===== src/ffws_pkg.sv =====
// ============================================================================
// ffws_pkg
// Shared constants, register codes, row event flags and helpers for the
// floor free window selector.
// ============================================================================
package ffws_pkg;

    // default sizing of the top level
    localparam int NUM_WINDOWS_DEF    = 5;
    localparam int MAX_ROW_LENGTH_DEF = 512;
    localparam int MAX_ROWS_DEF       = 1024;

    // fixed field widths
    localparam int LABEL_W    = 2;
    localparam int CFG_IDX_W  = 3;
    localparam int CFG_DATA_W = 11;
    localparam int THR_W      = 10;
    localparam int SCAN_W     = 10;
    localparam int RESULT_W   = 4;

    // candidate floor labels (label 3 means no cluster)
    localparam int NUM_CAND = 3;

    // depth of the row event queue between front and back
    localparam int QUEUE_DEPTH = 4;

    // register indexes of the configuration port
    localparam logic [CFG_IDX_W-1:0] REG_FRAME_ROWS   = 3'd0;
    localparam logic [CFG_IDX_W-1:0] REG_ROW_LENGTH   = 3'd1;
    localparam logic [CFG_IDX_W-1:0] REG_FLOOR_SCAN   = 3'd2;
    localparam logic [CFG_IDX_W-1:0] REG_WINDOW_ROWS  = 3'd3;
    localparam logic [CFG_IDX_W-1:0] REG_WINDOW_THRESH = 3'd4;

    // reset values of the registers
    localparam int FRAME_ROWS_RST  = 520;
    localparam int ROW_LENGTH_RST  = 120;
    localparam int FLOOR_SCAN_RST  = 5;
    localparam int WINDOW_ROWS_RST = 104;
    localparam int THRESH_RST      = 0;

    // per-row control carried from front to back
    typedef struct packed {
        logic                win_close;
        logic                frame_end;
        logic [LABEL_W-1:0]  floor_label;
    } t_row_flags;

    localparam int FLAGS_W = $bits(t_row_flags);

    // clamp an elaboration or register value into lo..hi
    function automatic int clamp_range(input int v, input int lo, input int hi);
        int r;
        r = v;
        if (v < lo) r = lo;
        else if (v > hi) r = hi;
        return r;
    endfunction

endpackage


===== src/ffws_queue.sv =====
// ============================================================================
// ffws_queue
// Small flop-based FIFO that holds finished row events between the front
// and the back; push and pop may happen in the same cycle.
// ============================================================================
module ffws_queue import ffws_pkg::*; #(
    parameter int WIDTH = 8,
    parameter int DEPTH = QUEUE_DEPTH,
    localparam int AW = (DEPTH > 1) ? $clog2(DEPTH) : 1
) (
    input  logic             i_clk,
    input  logic             i_rst_n,
    input  logic             i_push,
    input  logic [WIDTH-1:0] i_data,
    input  logic             i_pop,
    output logic             o_full,
    output logic             o_valid,
    output logic [WIDTH-1:0] o_data
);

    logic [WIDTH-1:0] r_mem [DEPTH];
    logic [AW-1:0]    r_wr_ptr;
    logic [AW-1:0]    r_rd_ptr;
    logic [AW:0]      r_count;

    logic [AW-1:0]    n_wr_ptr;
    logic [AW-1:0]    n_rd_ptr;

    // advance pointers with wrap at the depth
    always_comb begin
        n_wr_ptr = (32'(r_wr_ptr) == DEPTH - 1) ? '0 : r_wr_ptr + AW'(1);
        n_rd_ptr = (32'(r_rd_ptr) == DEPTH - 1) ? '0 : r_rd_ptr + AW'(1);
    end

    assign o_full  = (32'(r_count) == DEPTH);
    assign o_valid = (r_count != '0);
    assign o_data  = r_mem[r_rd_ptr];

    // pointer and occupancy control
    always_ff @(posedge i_clk) begin
        if (!i_rst_n) begin
            r_wr_ptr <= '0;
            r_rd_ptr <= '0;
            r_count  <= '0;
        end else begin
            if (i_push) r_wr_ptr <= n_wr_ptr;
            if (i_pop)  r_rd_ptr <= n_rd_ptr;
            if (i_push && !i_pop)      r_count <= r_count + (AW+1)'(1);
            else if (!i_push && i_pop) r_count <= r_count - (AW+1)'(1);
        end
    end

    // store entries
    always_ff @(posedge i_clk) begin
        if (i_push) r_mem[r_wr_ptr] <= i_data;
    end

endmodule


===== src/ffws_front.sv =====
// ============================================================================
// ffws_front
// Label intake: tracks column, row and window position, the floor vote and
// the first mismatch per candidate, and emits one event per finished row.
// ============================================================================
module ffws_front import ffws_pkg::*; #(
    parameter int NUM_WINDOWS    = NUM_WINDOWS_DEF,
    parameter int MAX_ROW_LENGTH = MAX_ROW_LENGTH_DEF,
    parameter int MAX_ROWS       = MAX_ROWS_DEF,
    localparam int LW  = $clog2(MAX_ROW_LENGTH + 1),
    localparam int CW  = $clog2(MAX_ROW_LENGTH),
    localparam int RCW = $clog2(MAX_ROWS + 1),
    localparam int RW  = $clog2(MAX_ROWS),
    localparam int WNW = $clog2(NUM_WINDOWS + 1),
    localparam int EW  = FLAGS_W + WNW + NUM_CAND * LW
) (
    input  logic               i_clk,
    input  logic               i_rst_n,
    input  logic               i_valid,
    output logic               o_ready,
    input  logic [LABEL_W-1:0] i_label,
    input  logic [LW-1:0]      i_len,
    input  logic [SCAN_W-1:0]  i_scan,
    input  logic [RCW-1:0]     i_rows,
    input  logic [RCW-1:0]     i_wrows,
    input  logic               i_q_full,
    output logic               o_push,
    output logic [EW-1:0]      o_evt
);

    localparam int VW = $clog2(MAX_ROWS * MAX_ROW_LENGTH + 1);

    logic [CW-1:0]       r_col;
    logic [RW-1:0]       r_row;
    logic [RW-1:0]       r_riw;
    logic [WNW-1:0]      r_wnum;
    logic [NUM_CAND-1:0] r_seen;
    logic [CW-1:0]       r_fm   [NUM_CAND];
    logic [VW-1:0]       r_vote [NUM_CAND];

    logic [NUM_CAND-1:0] n_seen;
    logic [CW-1:0]       n_fm   [NUM_CAND];
    logic [VW-1:0]       n_vote [NUM_CAND];
    logic [LW-1:0]       free_len [NUM_CAND];

    logic                accept;
    logic                row_end;
    logic                frame_end;
    logic                win_valid;
    logic                win_close;
    logic                vote_en;
    logic [LABEL_W-1:0]  floor_sel;
    t_row_flags          flags;

    assign o_ready = !i_q_full;
    assign accept  = i_valid && !i_q_full;

    // classify the current label against row, frame and window limits
    always_comb begin
        row_end   = (32'(r_col) + 1 >= 32'(i_len));
        frame_end = (32'(r_row) + 1 >= 32'(i_rows));
        win_valid = (32'(r_wnum) < NUM_WINDOWS);
        win_close = win_valid && (32'(r_riw) + 1 >= 32'(i_wrows));
        vote_en   = (32'(r_col) < 32'(i_scan)) && (32'(r_col) < 32'(i_len));

        for (int c = 0; c < NUM_CAND; c++) begin
            n_seen[c] = r_seen[c] || (i_label != LABEL_W'(c));
            n_fm[c]   = (!r_seen[c] && (i_label != LABEL_W'(c))) ? r_col : r_fm[c];
            free_len[c] = (n_seen[c] && (32'(n_fm[c]) < 32'(i_len))) ?
                          LW'(n_fm[c]) : i_len;
            n_vote[c] = r_vote[c] + VW'(vote_en && (i_label == LABEL_W'(c)));
        end

        // most votes wins, ties go to 1, then 2, then 0
        if (n_vote[1] >= n_vote[0] && n_vote[1] >= n_vote[2])
            floor_sel = LABEL_W'(1);
        else if (n_vote[2] >= n_vote[1] && n_vote[2] >= n_vote[0])
            floor_sel = LABEL_W'(2);
        else
            floor_sel = LABEL_W'(0);

        flags.win_close   = win_close;
        flags.frame_end   = frame_end;
        flags.floor_label = floor_sel;
    end

    assign o_push = accept && row_end;
    assign o_evt  = {flags, r_wnum, free_len[2], free_len[1], free_len[0]};

    // position counters, vote and mismatch tracking
    always_ff @(posedge i_clk) begin
        if (!i_rst_n) begin
            r_col  <= '0;
            r_row  <= '0;
            r_riw  <= '0;
            r_wnum <= '0;
            r_seen <= '0;
            for (int c = 0; c < NUM_CAND; c++) r_vote[c] <= '0;
        end else if (accept) begin
            if (!row_end) begin
                r_col  <= r_col + CW'(1);
                r_seen <= n_seen;
                r_vote <= n_vote;
            end else begin
                r_col  <= '0;
                r_seen <= '0;
                if (frame_end) begin
                    r_row  <= '0;
                    r_riw  <= '0;
                    r_wnum <= '0;
                    for (int c = 0; c < NUM_CAND; c++) r_vote[c] <= '0;
                end else begin
                    r_row  <= r_row + RW'(1);
                    r_vote <= n_vote;
                    if (win_close) begin
                        r_riw  <= '0;
                        r_wnum <= r_wnum + WNW'(1);
                    end else if (win_valid) begin
                        r_riw  <= r_riw + RW'(1);
                    end
                end
            end
        end
    end

    // mismatch positions are only read once their seen bit is set
    always_ff @(posedge i_clk) begin
        if (accept) r_fm <= n_fm;
    end

endmodule


===== src/ffws_back.sv =====
// ============================================================================
// ffws_back
// Row event processing: accumulates window sums per candidate, keeps the
// running best window, and at frame end picks the floor candidate's result.
// ============================================================================
module ffws_back import ffws_pkg::*; #(
    parameter int NUM_WINDOWS    = NUM_WINDOWS_DEF,
    parameter int MAX_ROW_LENGTH = MAX_ROW_LENGTH_DEF,
    parameter int MAX_ROWS       = MAX_ROWS_DEF,
    localparam int LW  = $clog2(MAX_ROW_LENGTH + 1),
    localparam int RCW = $clog2(MAX_ROWS + 1),
    localparam int WNW = $clog2(NUM_WINDOWS + 1),
    localparam int EW  = FLAGS_W + WNW + NUM_CAND * LW
) (
    input  logic                       i_clk,
    input  logic                       i_rst_n,
    input  logic                       i_evt_valid,
    input  logic [EW-1:0]              i_evt,
    output logic                       o_evt_pop,
    input  logic [THR_W-1:0]           i_thr,
    input  logic [RCW-1:0]             i_wrows,
    output logic                       o_valid,
    input  logic                       i_ready,
    output logic signed [RESULT_W-1:0] o_best_window,
    output logic                       o_turn_around,
    output logic [LABEL_W-1:0]         o_floor_label
);

    localparam int SW     = $clog2(MAX_ROWS * MAX_ROW_LENGTH + 1);
    localparam int PW     = THR_W + RCW;
    localparam int CMPW   = (SW > PW) ? SW : PW;
    localparam int CENTRE = (NUM_WINDOWS - 1) / 2;

    logic [SW-1:0]  r_acc  [NUM_CAND];
    logic [SW-1:0]  r_best [NUM_CAND];
    logic [WNW-1:0] r_bidx [NUM_CAND];

    logic [SW-1:0]  n_acc  [NUM_CAND];
    logic [SW-1:0]  n_best [NUM_CAND];
    logic [WNW-1:0] n_bidx [NUM_CAND];

    logic [PW-1:0]  r_prod;

    logic                r_s1_valid;
    logic [SW-1:0]       r_s1_sum;
    logic [WNW-1:0]      r_s1_idx;
    logic [LABEL_W-1:0]  r_s1_floor;

    logic                       r_out_valid;
    logic signed [RESULT_W-1:0] r_out_best;
    logic                       r_out_turn;
    logic [LABEL_W-1:0]         r_out_floor;

    t_row_flags     flags;
    logic [WNW-1:0] wnum;
    logic           win_valid;
    logic           s1_move;
    logic           s1_free;
    logic [SW-1:0]  sel_sum;
    logic [WNW-1:0] sel_idx;

    // unpack the row event
    assign flags     = t_row_flags'(i_evt[NUM_CAND*LW+WNW +: FLAGS_W]);
    assign wnum      = i_evt[NUM_CAND*LW +: WNW];
    assign win_valid = (32'(wnum) < NUM_WINDOWS);

    // result pipe handshake
    assign s1_move   = r_s1_valid && (!r_out_valid || i_ready);
    assign s1_free   = !r_s1_valid || s1_move;
    assign o_evt_pop = i_evt_valid && (!flags.frame_end || s1_free);

    // add the row's free length and compare against the running best
    always_comb begin
        for (int c = 0; c < NUM_CAND; c++) begin
            n_acc[c] = r_acc[c] + (win_valid ? SW'(i_evt[c*LW +: LW]) : SW'(0));
            if ((flags.win_close || flags.frame_end) && (n_acc[c] > r_best[c])) begin
                n_best[c] = n_acc[c];
                n_bidx[c] = wnum;
            end else begin
                n_best[c] = r_best[c];
                n_bidx[c] = r_bidx[c];
            end
        end

        unique case (flags.floor_label)
            LABEL_W'(1): begin
                sel_sum = n_best[1];
                sel_idx = n_bidx[1];
            end
            LABEL_W'(2): begin
                sel_sum = n_best[2];
                sel_idx = n_bidx[2];
            end
            default: begin
                sel_sum = n_best[0];
                sel_idx = n_bidx[0];
            end
        endcase
    end

    // window accumulators and running best per candidate
    always_ff @(posedge i_clk) begin
        if (!i_rst_n) begin
            for (int c = 0; c < NUM_CAND; c++) begin
                r_acc[c]  <= '0;
                r_best[c] <= '0;
                r_bidx[c] <= '0;
            end
        end else if (o_evt_pop) begin
            for (int c = 0; c < NUM_CAND; c++) begin
                if (flags.frame_end) begin
                    r_acc[c]  <= '0;
                    r_best[c] <= '0;
                    r_bidx[c] <= '0;
                end else begin
                    r_acc[c]  <= flags.win_close ? SW'(0) : n_acc[c];
                    r_best[c] <= n_best[c];
                    r_bidx[c] <= n_bidx[c];
                end
            end
        end
    end

    // threshold scaled to a window sum
    always_ff @(posedge i_clk) begin
        r_prod <= PW'(i_thr) * PW'(i_wrows);
    end

    // result pipe valid bits
    always_ff @(posedge i_clk) begin
        if (!i_rst_n) begin
            r_s1_valid  <= 1'b0;
            r_out_valid <= 1'b0;
        end else begin
            if (o_evt_pop && flags.frame_end) r_s1_valid <= 1'b1;
            else if (s1_move)                 r_s1_valid <= 1'b0;
            if (s1_move)                      r_out_valid <= 1'b1;
            else if (i_ready)                 r_out_valid <= 1'b0;
        end
    end

    // result pipe payload
    always_ff @(posedge i_clk) begin
        if (o_evt_pop && flags.frame_end) begin
            r_s1_sum   <= sel_sum;
            r_s1_idx   <= sel_idx;
            r_s1_floor <= flags.floor_label;
        end
        if (s1_move) begin
            r_out_best  <= RESULT_W'(r_s1_idx) - RESULT_W'(CENTRE);
            r_out_turn  <= (CMPW'(r_s1_sum) < CMPW'(r_prod));
            r_out_floor <= r_s1_floor;
        end
    end

    assign o_valid       = r_out_valid;
    assign o_best_window = r_out_best;
    assign o_turn_around = r_out_turn;
    assign o_floor_label = r_out_floor;

endmodule


===== src/floor_free_window_select.sv =====
// ============================================================================
// floor_free_window_select
// Per-frame floor label vote and free-window selection over a label stream.
// ============================================================================
// Takes one cluster label per clock, row by row, and delivers one result per
// frame: the floor label, the best window index relative to the centre window
// and the turn-around flag. The front end accepts a label every cycle; each
// finished row becomes an event in a four-entry queue that the back end
// drains at one event per cycle unless a frame-end event waits on a held
// result, so input stalls only when the result register is held and the
// queue has filled. The result is registered in the selection stage, then
// the output register. Configuration writes take effect on the next label.
// ============================================================================
module floor_free_window_select import ffws_pkg::*; #(
    parameter int NUM_WINDOWS    = NUM_WINDOWS_DEF,
    parameter int MAX_ROW_LENGTH = MAX_ROW_LENGTH_DEF,
    parameter int MAX_ROWS       = MAX_ROWS_DEF
) (
    input  logic                       i_clk,
    input  logic                       i_rst_n,
    input  logic                       i_valid,
    output logic                       o_ready,
    input  logic [LABEL_W-1:0]         i_label,
    output logic                       o_valid,
    input  logic                       i_ready,
    output logic signed [RESULT_W-1:0] o_best_window,
    output logic                       o_turn_around,
    output logic [LABEL_W-1:0]         o_floor_label,
    input  logic                       i_cfg_we,
    input  logic [CFG_IDX_W-1:0]       i_cfg_index,
    input  logic [CFG_DATA_W-1:0]      i_cfg_data
);

    localparam int LW  = $clog2(MAX_ROW_LENGTH + 1);
    localparam int RCW = $clog2(MAX_ROWS + 1);
    localparam int WNW = $clog2(NUM_WINDOWS + 1);
    localparam int EW  = FLAGS_W + WNW + NUM_CAND * LW;

    logic [RCW-1:0]    r_rows;
    logic [LW-1:0]     r_len;
    logic [SCAN_W-1:0] r_scan;
    logic [RCW-1:0]    r_wrows;
    logic [THR_W-1:0]  r_thr;

    logic          q_full;
    logic          q_push;
    logic          q_valid;
    logic          q_pop;
    logic [EW-1:0] q_wdata;
    logic [EW-1:0] q_rdata;

    // configuration registers; frame rows, row length and window rows are stored clamped to their legal range
    always_ff @(posedge i_clk) begin
        if (!i_rst_n) begin
            r_rows  <= RCW'(clamp_range(FRAME_ROWS_RST, 1, MAX_ROWS));
            r_len   <= LW'(clamp_range(ROW_LENGTH_RST, 1, MAX_ROW_LENGTH));
            r_scan  <= SCAN_W'(FLOOR_SCAN_RST);
            r_wrows <= RCW'(clamp_range(WINDOW_ROWS_RST, 1, MAX_ROWS));
            r_thr   <= THR_W'(THRESH_RST);
        end else if (i_cfg_we) begin
            unique case (i_cfg_index)
                REG_FRAME_ROWS:
                    r_rows <= RCW'(clamp_range(int'(i_cfg_data), 1, MAX_ROWS));
                REG_ROW_LENGTH:
                    r_len <= LW'(clamp_range(int'(i_cfg_data[9:0]), 1, MAX_ROW_LENGTH));
                REG_FLOOR_SCAN:
                    r_scan <= i_cfg_data[SCAN_W-1:0];
                REG_WINDOW_ROWS:
                    r_wrows <= RCW'(clamp_range(int'(i_cfg_data), 1, MAX_ROWS));
                REG_WINDOW_THRESH:
                    r_thr <= i_cfg_data[THR_W-1:0];
                default: ;
            endcase
        end
    end

    ffws_front #(
        .NUM_WINDOWS    (NUM_WINDOWS),
        .MAX_ROW_LENGTH (MAX_ROW_LENGTH),
        .MAX_ROWS       (MAX_ROWS)
    ) u_front (
        .i_clk    (i_clk),
        .i_rst_n  (i_rst_n),
        .i_valid  (i_valid),
        .o_ready  (o_ready),
        .i_label  (i_label),
        .i_len    (r_len),
        .i_scan   (r_scan),
        .i_rows   (r_rows),
        .i_wrows  (r_wrows),
        .i_q_full (q_full),
        .o_push   (q_push),
        .o_evt    (q_wdata)
    );

    ffws_queue #(
        .WIDTH (EW),
        .DEPTH (QUEUE_DEPTH)
    ) u_queue (
        .i_clk   (i_clk),
        .i_rst_n (i_rst_n),
        .i_push  (q_push),
        .i_data  (q_wdata),
        .i_pop   (q_pop),
        .o_full  (q_full),
        .o_valid (q_valid),
        .o_data  (q_rdata)
    );

    ffws_back #(
        .NUM_WINDOWS    (NUM_WINDOWS),
        .MAX_ROW_LENGTH (MAX_ROW_LENGTH),
        .MAX_ROWS       (MAX_ROWS)
    ) u_back (
        .i_clk         (i_clk),
        .i_rst_n       (i_rst_n),
        .i_evt_valid   (q_valid),
        .i_evt         (q_rdata),
        .o_evt_pop     (q_pop),
        .i_thr         (r_thr),
        .i_wrows       (r_wrows),
        .o_valid       (o_valid),
        .i_ready       (i_ready),
        .o_best_window (o_best_window),
        .o_turn_around (o_turn_around),
        .o_floor_label (o_floor_label)
    );

    // no result is pending right after reset
    a_no_result_after_reset: assert property (@(posedge i_clk)
        $past(!i_rst_n) |-> !o_valid)
        else $error("result valid right after reset");

    // the floor is always one of the three clusters
    a_floor_is_cluster: assert property (@(posedge i_clk) disable iff (!i_rst_n)
        o_valid |-> (o_floor_label != 2'd3))
        else $error("floor label is the no-cluster code");

    // the reported window lies within the window range around the centre
    a_window_in_range: assert property (@(posedge i_clk) disable iff (!i_rst_n)
        o_valid |-> (int'(o_best_window) >= -((NUM_WINDOWS - 1) / 2)) &&
                    (int'(o_best_window) <= NUM_WINDOWS - 1 - (NUM_WINDOWS - 1) / 2))
        else $error("best window outside the window range");

    // a zero threshold can never ask for a turn-around
    a_zero_thr_no_turn: assert property (@(posedge i_clk) disable iff (!i_rst_n)
        (o_valid && (r_thr == '0)) |-> !o_turn_around)
        else $error("turn-around raised with zero threshold");

endmodule

===== config.mk =====
export PLATFORM = sky130hd
export DESIGN_NAME = floor_free_window_select
export DESIGN_NICKNAME = d
export VERILOG_FILES = /design/src/ffws_pkg.sv /design/src/ffws_queue.sv /design/src/ffws_front.sv /design/src/ffws_back.sv /design/src/floor_free_window_select.sv
export SDC_FILE = /design/constraint.sdc
export NUM_CORES = 1
export LEC_CHECK = 0
export BUFFER_PORTS_ARGS = -buffer_cell sky130_fd_sc_hd__buf_2
export CAP_MARGIN = 20
export CORE_MARGIN = 2
export CORE_UTILIZATION = 59
export DETAILED_ROUTE_END_ITERATION = 16
export GPL_TIMING_DRIVEN = 0
export HOLD_SLACK_MARGIN = 0.06
export PLACE_DENSITY = 0.75
export REMOVE_ABC_BUFFERS = 1
export SLEW_MARGIN = 40
export SYNTH_ARGS = -nofsm -noshare
export SYNTH_HDL_FRONTEND = slang
export SYNTH_SLANG_ARGS = --single-unit

===== constraint.sdc =====
create_clock -name i_clk -period 14.66 [get_ports i_clk]
set_input_delay 2.932 -clock i_clk [delete_from_list [all_inputs] [get_ports i_clk]]
set_output_delay 2.932 -clock i_clk [all_outputs]
set_load 0.01 [all_outputs]

## Word-level counts from Yosys, hierarchy flattened

Memories as Yosys holds them, arrays and structs flattened. A register that Yosys moved wholly into a read port is not among the register bits.
Cells that the tools add are included.

| storage, ports and cells | value |
|---|---|
| bits in registers | 236 |
| bits in writable memories | 277 |
| bits of input ports | 21 |
| output and inout bits | 9 |
| word-level logic and storage cells | 235 |
| memories kept | 4 |

Memories:

| name | depth | width | rd ports | clocked after memory_dff | write ports | line | text |
|---|---|---|---|---|---|---|---|
| u_queue.r_mem | 4 | 37 | 1 | 1 | 1 | ffws_queue.sv:21 | `logic [WIDTH-1:0] r_mem [DEPTH];` |
| u_back.r_acc | 3 | 20 | 3 | 0 | 3 | ffws_back.sv:34 | `logic [SW-1:0] r_acc [NUM_CAND];` |
| u_back.r_best | 3 | 20 | 3 | 0 | 3 | ffws_back.sv:35 | `logic [SW-1:0] r_best [NUM_CAND];` |
| u_back.r_bidx | 3 | 3 | 3 | 0 | 3 | ffws_back.sv:36 | `logic [WNW-1:0] r_bidx [NUM_CAND];` |

| cells by class | value |
|---|---|
| $add $sub $neg | 18 |
| $mul | 1 |
| $lt $le $gt $ge | 22 |
| equality and inequality tests | 13 |
| mux-type cells | 75 |
| bitwise gates (word level) | 18 |
| reductions and logical operators | 56 |

Operators with widths:

| cell | number |
|---|---|
| two-way mux 20 bit | 18 |
| two-way mux 10 bit | 12 |
| two-way mux 60 bit | 2 |
| greater-or-equal comparator 20 bit | 4 |
| greater-or-equal comparator 32 x 11 -> 1 bit | 2 |
| adder 20 x 1 -> 20 bit | 3 |
| adder 20 bit | 3 |
| > comparator 20 bit | 3 |
| < comparator 9 x 10 -> 1 bit | 5 |
| two-way mux 3 bit | 14 |
| case mux 20 bit (2 select lines) | 1 |
| two-way mux 9 bit | 4 |
| greater-or-equal comparator 32 x 10 -> 1 bit | 1 |
| logical AND 1 bit | 23 |
| adder 10 x 1 -> 11 bit, second input constant | 2 |
| two-way mux 11 bit | 2 |
| < comparator 20 x 21 -> 1 bit | 1 |
| multiplier 10 x 11 -> 21 bit | 1 |
| adder 10 x 1 -> 10 bit, second input constant | 2 |
| bitwise OR 1 bit | 18 |
| two-way mux 1 bit | 15 |
| two-way mux 2 bit | 6 |
| AND reduction 2 bit | 6 |
| > comparator 11 bit, second input constant | 1 |
| 25 further kinds | 54 |

## Depth between registers and ports, before layout

Gate-level depths: netlist of run 1.

| logic depth | value |
|---|---|
| depth after elaboration | 11 |
| mapped depth | 27 |
| depth with buffers taken out | 26 |

## Modules after synthesis

From an unflattened synthesis of run 1, not the netlist that was laid out.

| unflattened totals | value |
|---|---|
| cells, all modules | 3131 |
| area, all modules | 33060.5 um^2 |

By module, submodules not included:

| module | instances | cells an instance | area each (um^2) | seq. area each (um^2) |
|---|---|---|---|---|
| ffws_back | 1 | 1489 | 15150.8 | 5295.1 |
| ffws_front | 1 | 1162 | 10082.2 | 2712.6 |
| ffws_queue | 1 | 237 | 5854.4 | 4624.4 |
| floor_free_window_select | 1 | 243 | 1973.1 | 1041.0 |

## Least setup slack after synthesis of run 1

No wires, ideal clock.

| timing | value |
|---|---|
| kind | input port to flip-flop |
| start point | input i_rst_n |
| end point | memory u_back.r_acc[0][0] (netlist name) (enable) |
| setup time | 1049 ps |
| data arrival time | 5784 ps |
| required time | 13611 ps |
| slack | 7827 ps |
| stages on the path | 5 |
| buffers on the path | 3 |
| path through | clkbuf_1 -> or3b_1 -> clkbuf_1 -> buf_1 -> nand3_1 |

RTL lines:

| what | line | text |
|---|---|---|
| start, declared | floor_free_window_select.sv:20 | `input logic i_rst_n,` |
| end, declared | ffws_back.sv:34 |  |

==> metrics.txt, run 1 <==
number of enable-type register cells in the synthesized netlist 336; share of the synthesized area in the top cell type 31.2%; final-stage net count around 3,500; #FFs+latches synth 515; worst hold endpoint u_back.o_floor_label[0]; Remaining Overflow, GRT 0; flop-to-flop setup slack a little under 8 ns; Min Clock Period, post-route around 7.0 ns; CTS root buf clkbuf_16; Area growth syn-to-layout 8.57%; DRC marker count from the first detailed-route iteration ~1,700; TritonCTS clock tree yes; max_slew headroom between 40% and 50%; starting utilization of the core area approximately 60%; Bufs on Longest Clock Path 3; floorplan die area approximately 57,000 µm²; max capacitance violation total 0; Power Total ~5600 µW; static leakage power about 0.015 µW; compound-gate portion of the synthesized area 11.5%; hold-fix buffers at CTS 0; Resized Gates After CTS 0; detailed-route DRC error count 0; I/O pins 30; library cell occupying the most area in the post-synthesis netlist edfxtp_1; result of the run finished clean; Final setup viols 0; first-pass GRT wire length 121 mm; drt wl/cell around 20 µm; final-layout setup total negative slack 0 ns; post-detailed-route via-to-cell ratio between 6 and 7; worst min-delay path class flip-flop to flip-flop; Power per Cell Area ~160 nW/µm²; number of diodes 0; endpoint of the worst-slack reg-to-reg timing path u_back.r_s1_sum[10]; # H-tree levels 2; Register-to-Register Path Depth 22; maximum fanout encountered on the critical timing path 30; Via Count between 20,000 and 25,000; residual antenna-violating net count after detailed routing 0; highest achievable clock rate 143 MHz; weighted congestion at the end of routability-driven global placement 0.884; Worst Hold Path Cells 0; latest clock arrival within the worst-skew pair 0.61 ns; required time at the worst-slack endpoint approximately 15 ns; buffers inserted during post-CTS setup optimization 0; Row Count 85; TritonRoute pass-1 iters 6; data arrival at the endpoint of the critical path 7.27 ns; antenna violations before repair 0; core footprint roughly 54,000 µm²; area of the mapped netlist between 30,000 and 40,000 µm²; largest net degree at the start of global routing about 110; startpoint types flip-flop; Port-buffer cells 29; multiplexer share of the synthesized area 5.48%; Least-Margin Pin Slew around 0.8 ns; share of final-layout standard cells stronger than drive strength 1 8.34%; Simple-Gate Fraction of Synth Area approximately 15%; sequential element share of the synthesized area 42.2%; worst clock skew on the final layout just under 0.02 ns; async set-or-reset flop fraction in the synthesized netlist 0%; TritonCTS Buffers between 50 and 60; RSZ-0062 raised after global routing false; largest cells by area after synthesis edfxtp_1 31%, ha_1 12%, dfxtp_1 11%; y dimension of the die 238 µm; clock-pin transition on the worst setup and hold timing paths approximately 0.070 ns; half-perimeter wire length of the detailed placement result about 54 mm; adder and majority cell fraction of the synthesized area between 10% and 20%; number of hold violations in the final report 0; startpoint of the tightest hold check path u_back.r_s1_floor[0]; post-synthesis instance total roughly 3,100; average cell area after synthesis a little over 10 µm²; horizontal extent of the die 238 µm; category of the most critical setup path flip-flop to flip-flop; final cycle utilization of the critical path 47.6%; post-synthesis cell type count 77; number of max-slew violations in the final report 0; warning count from the yosys run 0; number of global-route vias before repair approximately 23,000; endpoint type of the worst setup path flip-flop; overall track demand over capacity in global routing 26.7%; flip-flop cell with the highest count after synthesis edfxtp_1; combinational family with the most area after synthesis adder cells; area share of xor/xnor cells in the synthesized design 4.06%; Final Hold Slack ~0.42 ns; VDD IR-drop max roughly 0.11 mV; Detailed Route WL between 70 and 80 mm; number of sinks driven by the clock tree roughly 520
[cells by family (layout without fill, tap and decap cells)]
group,after synthesis,after routing
simple gates,978,978
fa+ha+maj,391,391
compound gates,574,574
buf+inv,395,420
flops,515,515
xor+xnor,150,150
mux,125,125
[layout make-up]
| cell class | instances | area [µm²] |
|---|---|---|
| Fill cell | 4137 | 18900 |
| Multi-Input combinational cell | 2218 | 17300 |
| Sequential cell | 515 | 13700 |
| Clock buffer | 74 | 1540 |
| Inverter | 271 | 1020 |
| Tap cell | 696 | 871 |
| Timing Repair Buffer | 47 | 513 |
| Clock inverter | 28 | 241 |
[report_power, final]
group / leakage [µW] / total [µW] / internal [µW] / switching (µW)
logic: 0.00919 / 2230 / 871 / 1360
registers: 0.00482 / 2000 / 1880 / 121
clock network: 0.000877 / 1390 / 806 / 587
[metal layers]
layer,routed length [µm],up-vias,GRT usage (%)
met2,36000,683,44.5
met3,4360,119,3.40
met1,33500,11300,37.0
li1,-,11000,-
met5,0,-,0
met4,1750,0,7.22
[cells in the final DEF (no fill, tap or decap), types with 13 or more instances in the layout]
cell	Yosys	layout
mux4_2	35	35
nand2b_1	24	24
nor3_1	27	26
nand3_1	83	81
a21boi_0	64	64
dfxtp_1	179	177
nand2_1	294	293
and3_1	50	50
clkbuf_1	96	13
a22oi_1	32	32
a211oi_1	23	23
xnor2_1	75	75
ha_1	317	316
a21oi_1	111	111
a31oi_1	41	41
o21a_1	24	22
mux2i_1	25	25
xor2_1	75	75
nor2b_1	102	100
o211ai_1	21	21
fa_1	74	74
o221ai_1	13	13
clkbuf_16	0	58
nand4_1	27	27
mux2_2	63	63
a21o_1	45	45
o21ai_0	135	134
nand3b_1	21	21
nor2_1	170	168
and2_1	133	130
edfxtp_1	336	336
buf_2	12	28
inv_1	271	269
[worst max path at each step]
stage,from,end,cells past startpoint
2_1_floorplan,flip-flop,u_back.r_s1_sum[10],21
3_3_place_gp,flip-flop,u_back.r_s1_sum[19],19
3_5_place_dp,i_label[0],u_queue.r_mem[0][34],19
4_1_cts,flip-flop,u_back.r_s1_sum[10],22
5_1_grt,flip-flop,u_back.r_s1_sum[10],22
6_report,flip-flop,u_back.r_s1_sum[10],22
[cells in the mapped netlist, drive strengths merged, types with 45 or more instances]
library cell	instances
a21oi	112
ha	317
xor2	75
nand3	83
o21ai	139
nor2	171
and2	133
dfxtp	179
and3	50
a21o	45
xnor2	75
fa	74
a21boi	64
clkbuf	97
nor2b	102
nand2	294
inv	271
edfxtp	336
mux2	65
[registers in the layout, summed over array words and instances, names as in the netlist, 4 cells and up, named ones only]
name and count:
u_back.r_prod 21, u_front.r_riw 10, u_back.r_bidx 9, r_thr 10, u_back.r_s1_sum 20, r_rows 11, r_len 10, u_back.r_best 60
r_scan 10, r_wrows 11, u_front.r_col 9, u_back.o_best_window 4, u_front.r_fm 27, u_front.r_row 10, u_front.r_vote 60, u_queue.r_mem 148
u_back.r_acc 60
[worst max-delay path, cell delays in order (launching register included)]
cell and delay, ns:
dfxtp_4 0.53, buf_12 0.26, mux4_2 0.61, o21a_2 0.44, a211o_1 0.38, inv_1 0.08, ha_1 0.23, a211oi_1 0.38
o21a_1 0.24, o31ai_1 0.14, o31ai_1 0.55, nand2b_1 0.20, xnor2_1 0.20, ha_1 0.32, a21o_1 0.16, a21o_1 0.16
a21oi_1 0.16, o21ai_0 0.25, o21ai_4 0.48, buf_8 0.25, mux2_2 0.37, nand2_1 0.07, o221ai_1 0.15
[stage by stage]
step           cells  setup WS [ns]  utilization, %  instance area (µm²)
6_report        3849           7.69            65.1                35200
5_1_grt         3849           7.25            65.1                35200
4_1_cts         3849           7.66            65.0                35100
3_5_place_dp    3747           7.20            61.7                33400
3_3_place_gp    3729           3.24            60.9                32900
2_1_floorplan   3004           6.45               -                31900
No activity file was read; power rests on OpenSTA's default activity.
==> run 2, diff against run 1 <==
==> constraint.sdc (replaced) <==
create_clock -name i_clk -period 7 [get_ports i_clk]
set_input_delay 1.4 -clock i_clk [delete_from_list [all_inputs] [get_ports i_clk]]
set_output_delay 1.4 -clock i_clk [all_outputs]
set_load 0.01 [all_outputs]
==> metrics.txt, run 2 (same netlist as run 1, synthesis figures left out) <==
max_slew headroom between 40% and 50%; Power per Cell Area around 340 nW/µm²; half-perimeter wire length of the detailed placement result 54.3 mm; Critical-path top delay cell mux4_2; most common cell after layout, fill and taps aside edfxtp_1; CTS root buf clkbuf_16; final cycle utilization of the critical path between 90% and 100%; DRC marker count from the first detailed-route iteration between 1,500 and 2,000; residual antenna-violating net count after detailed routing 0; starting utilization of the core area 59.9%; TritonRoute pass-1 iters 5; Port-buffer cells 29; Detailed Route WL 75.8 mm; # H-tree levels 2; Min Clock Period, post-route between 6 and 7 ns; number of diodes 0; Via Count about 23,000; TritonCTS Buffers 56; Remaining Overflow, GRT 0; Slowest Stage Delay on Critical Path ~0.61 ns; weighted congestion at the end of routability-driven global placement roughly 0.88; number of hold violations in the final report 0; drt wl/cell 19.7 µm; least setup slack across all paths after layout 0.468 ns; VDD IR-drop max between 0.2 and 0.25 mV; largest net degree at the start of global routing about 110; endpoint type of the worst setup path flip-flop; worst clock skew on the final layout approximately 0.024 ns; Bufs on Longest Clock Path 3; fraction of the core area covered by cells at the end of the flow 65.3%; Area growth syn-to-layout 8.87%; Final Hold Slack 0.424 ns; placement-stage worst setup slack around 0.020 ns; max capacitance violation total 0; I/O pins 30; most frequent cells in the layout 336 x edfxtp_1, 316 x ha_1, 293 x nand2_1, 269 x inv_1, 177 x dfxtp_1; number of global-route vias before repair roughly 23,000; first-pass GRT wire length around 120 mm; Least-Margin Pin Slew ~0.8 ns; detailed-route DRC error count 0; latest clock arrival within the worst-skew pair slightly above 0.6 ns; Row Count 85; overall track demand over capacity in global routing 26.7%; hold-fix buffers at CTS 0; placed instance count 3,747; worst min-delay path class flip-flop to flip-flop; result of the run finished clean; static leakage power roughly 0.015 µW; startpoint types flip-flop; floorplan die area around 57,000 µm²; maximum fanout encountered on the critical timing path 30; number of max-slew violations in the final report 0; Power Total ~12,000 µW; non-filler instance count after layout between 3,000 and 4,000; share of final-layout standard cells stronger than drive strength 1 8.65%; clock-pin transition on the worst setup and hold timing paths around 0.07 ns; horizontal extent of the die 238 µm; highest achievable clock rate between 150 and 200 MHz; required time at the worst-slack endpoint around 7.3 ns; number of sinks driven by the clock tree ~520; Final setup viols 0; cell breakdown of the critical path buf_12, mux4_2, o21a_4, nor2b_1, ha_1, inv_1, fa_1, nor2b_1, o31a_1, o2111ai_1, a211oi_1, xor2_1, ha_1, nand3_1, nor4_2, a221o_1, a31o_2, o21ai_4, buf_12, buf_16, mux2i_1, o22a_1, o21ai_0; post-detailed-route via-to-cell ratio 6.01; antenna violations before repair 0; final-stage net count around 3,500; category of the most critical setup path flip-flop to flip-flop; number of inserted filler cells in the final layout roughly 4,100; y dimension of the die roughly 240 µm; TritonCTS clock tree yes; data arrival at the endpoint of the critical path around 7 ns; number of flip-flops under the largest register name roughly 150; register with the most flip-flops u_queue.r_mem; core footprint around 54,000 µm²; RSZ-0062 raised after global routing false
run 2: cell count changes in the layout (fill, tap and decap cells not counted), sizes merged:
cell  previous run  this run
buf             47        50
o21a            24        25
run 2: worst max-delay path, delay by kind of cell, from the launching register on:
kind                     cells  cell delay, ns
AO/OA/AOI/OAI                9            2.12
AND/OR/NAND/NOR              4            0.99
multiplexers                 2            0.81
adder cells (fa/ha/maj)      3            0.81
buffers and inverters        4            0.65
flip-flops                   1            0.53
XOR/XNOR                     1            0.30
run 2: final timing paths:
check                                           from                 endpoint  slack (ns)  cells past startpoint
worst max-delay path                       flip-flop       u_back.r_s1_idx[2]        0.47                     23
worst min-delay path            u_back.r_s1_floor[0]  u_back.o_floor_label[0]        0.42                      0
worst max register to register             flip-flop       u_back.r_s1_idx[2]        0.47                     23
worst min register to register  u_back.r_s1_floor[0]  u_back.o_floor_label[0]        0.42                      0
run 2: per-stage QoR:
step / area, µm² / setup TNS (ns)
final: 35300 / 0
after global routing: 35300 / 0
after CTS: 35100 / 0
after detailed placement: 33400 / 0
after global placement: 32900 / -802.87
after floorplan: 31900 / -53.89
run 2: where the power goes:
part | internal, µW | switching (µW) | total [µW]
clock | 1690 | 1230 | 2920
sequential | 3930 | 256 | 4190
combinational | 1880 | 2910 | 4790
total | 7500 | 4400 | 11900
run 2: area by class of cell:
cell class              instances  area, µm²  share of cell area, %
clock inverters                28        241                  0.685
flip-flops and latches        515      13700                   38.8
well taps                     696        871                   2.47
repair buffers                 50        561                   1.59
multi-input cells            2219      17300                   49.2
inverters                     271       1020                   2.89
clock buffers                  74       1540                   4.37
run 2: routing by layer:
metal / GRT usage (%) / vias to the layer above / routed length, µm
met5: 0 / - / 0
met4: 7.22 / 0 / 1800
met3: 3.40 / 121 / 4030
met2: 44.5 / 617 / 36200
met1: 37.0 / 11400 / 33800
li1: - / 11000 / -
run 2: what timing repair did:
action	4_1_cts	5_1_grt
setup endpoints to repair	0	83
gates resized for setup	0	8
buffers inserted	0	3
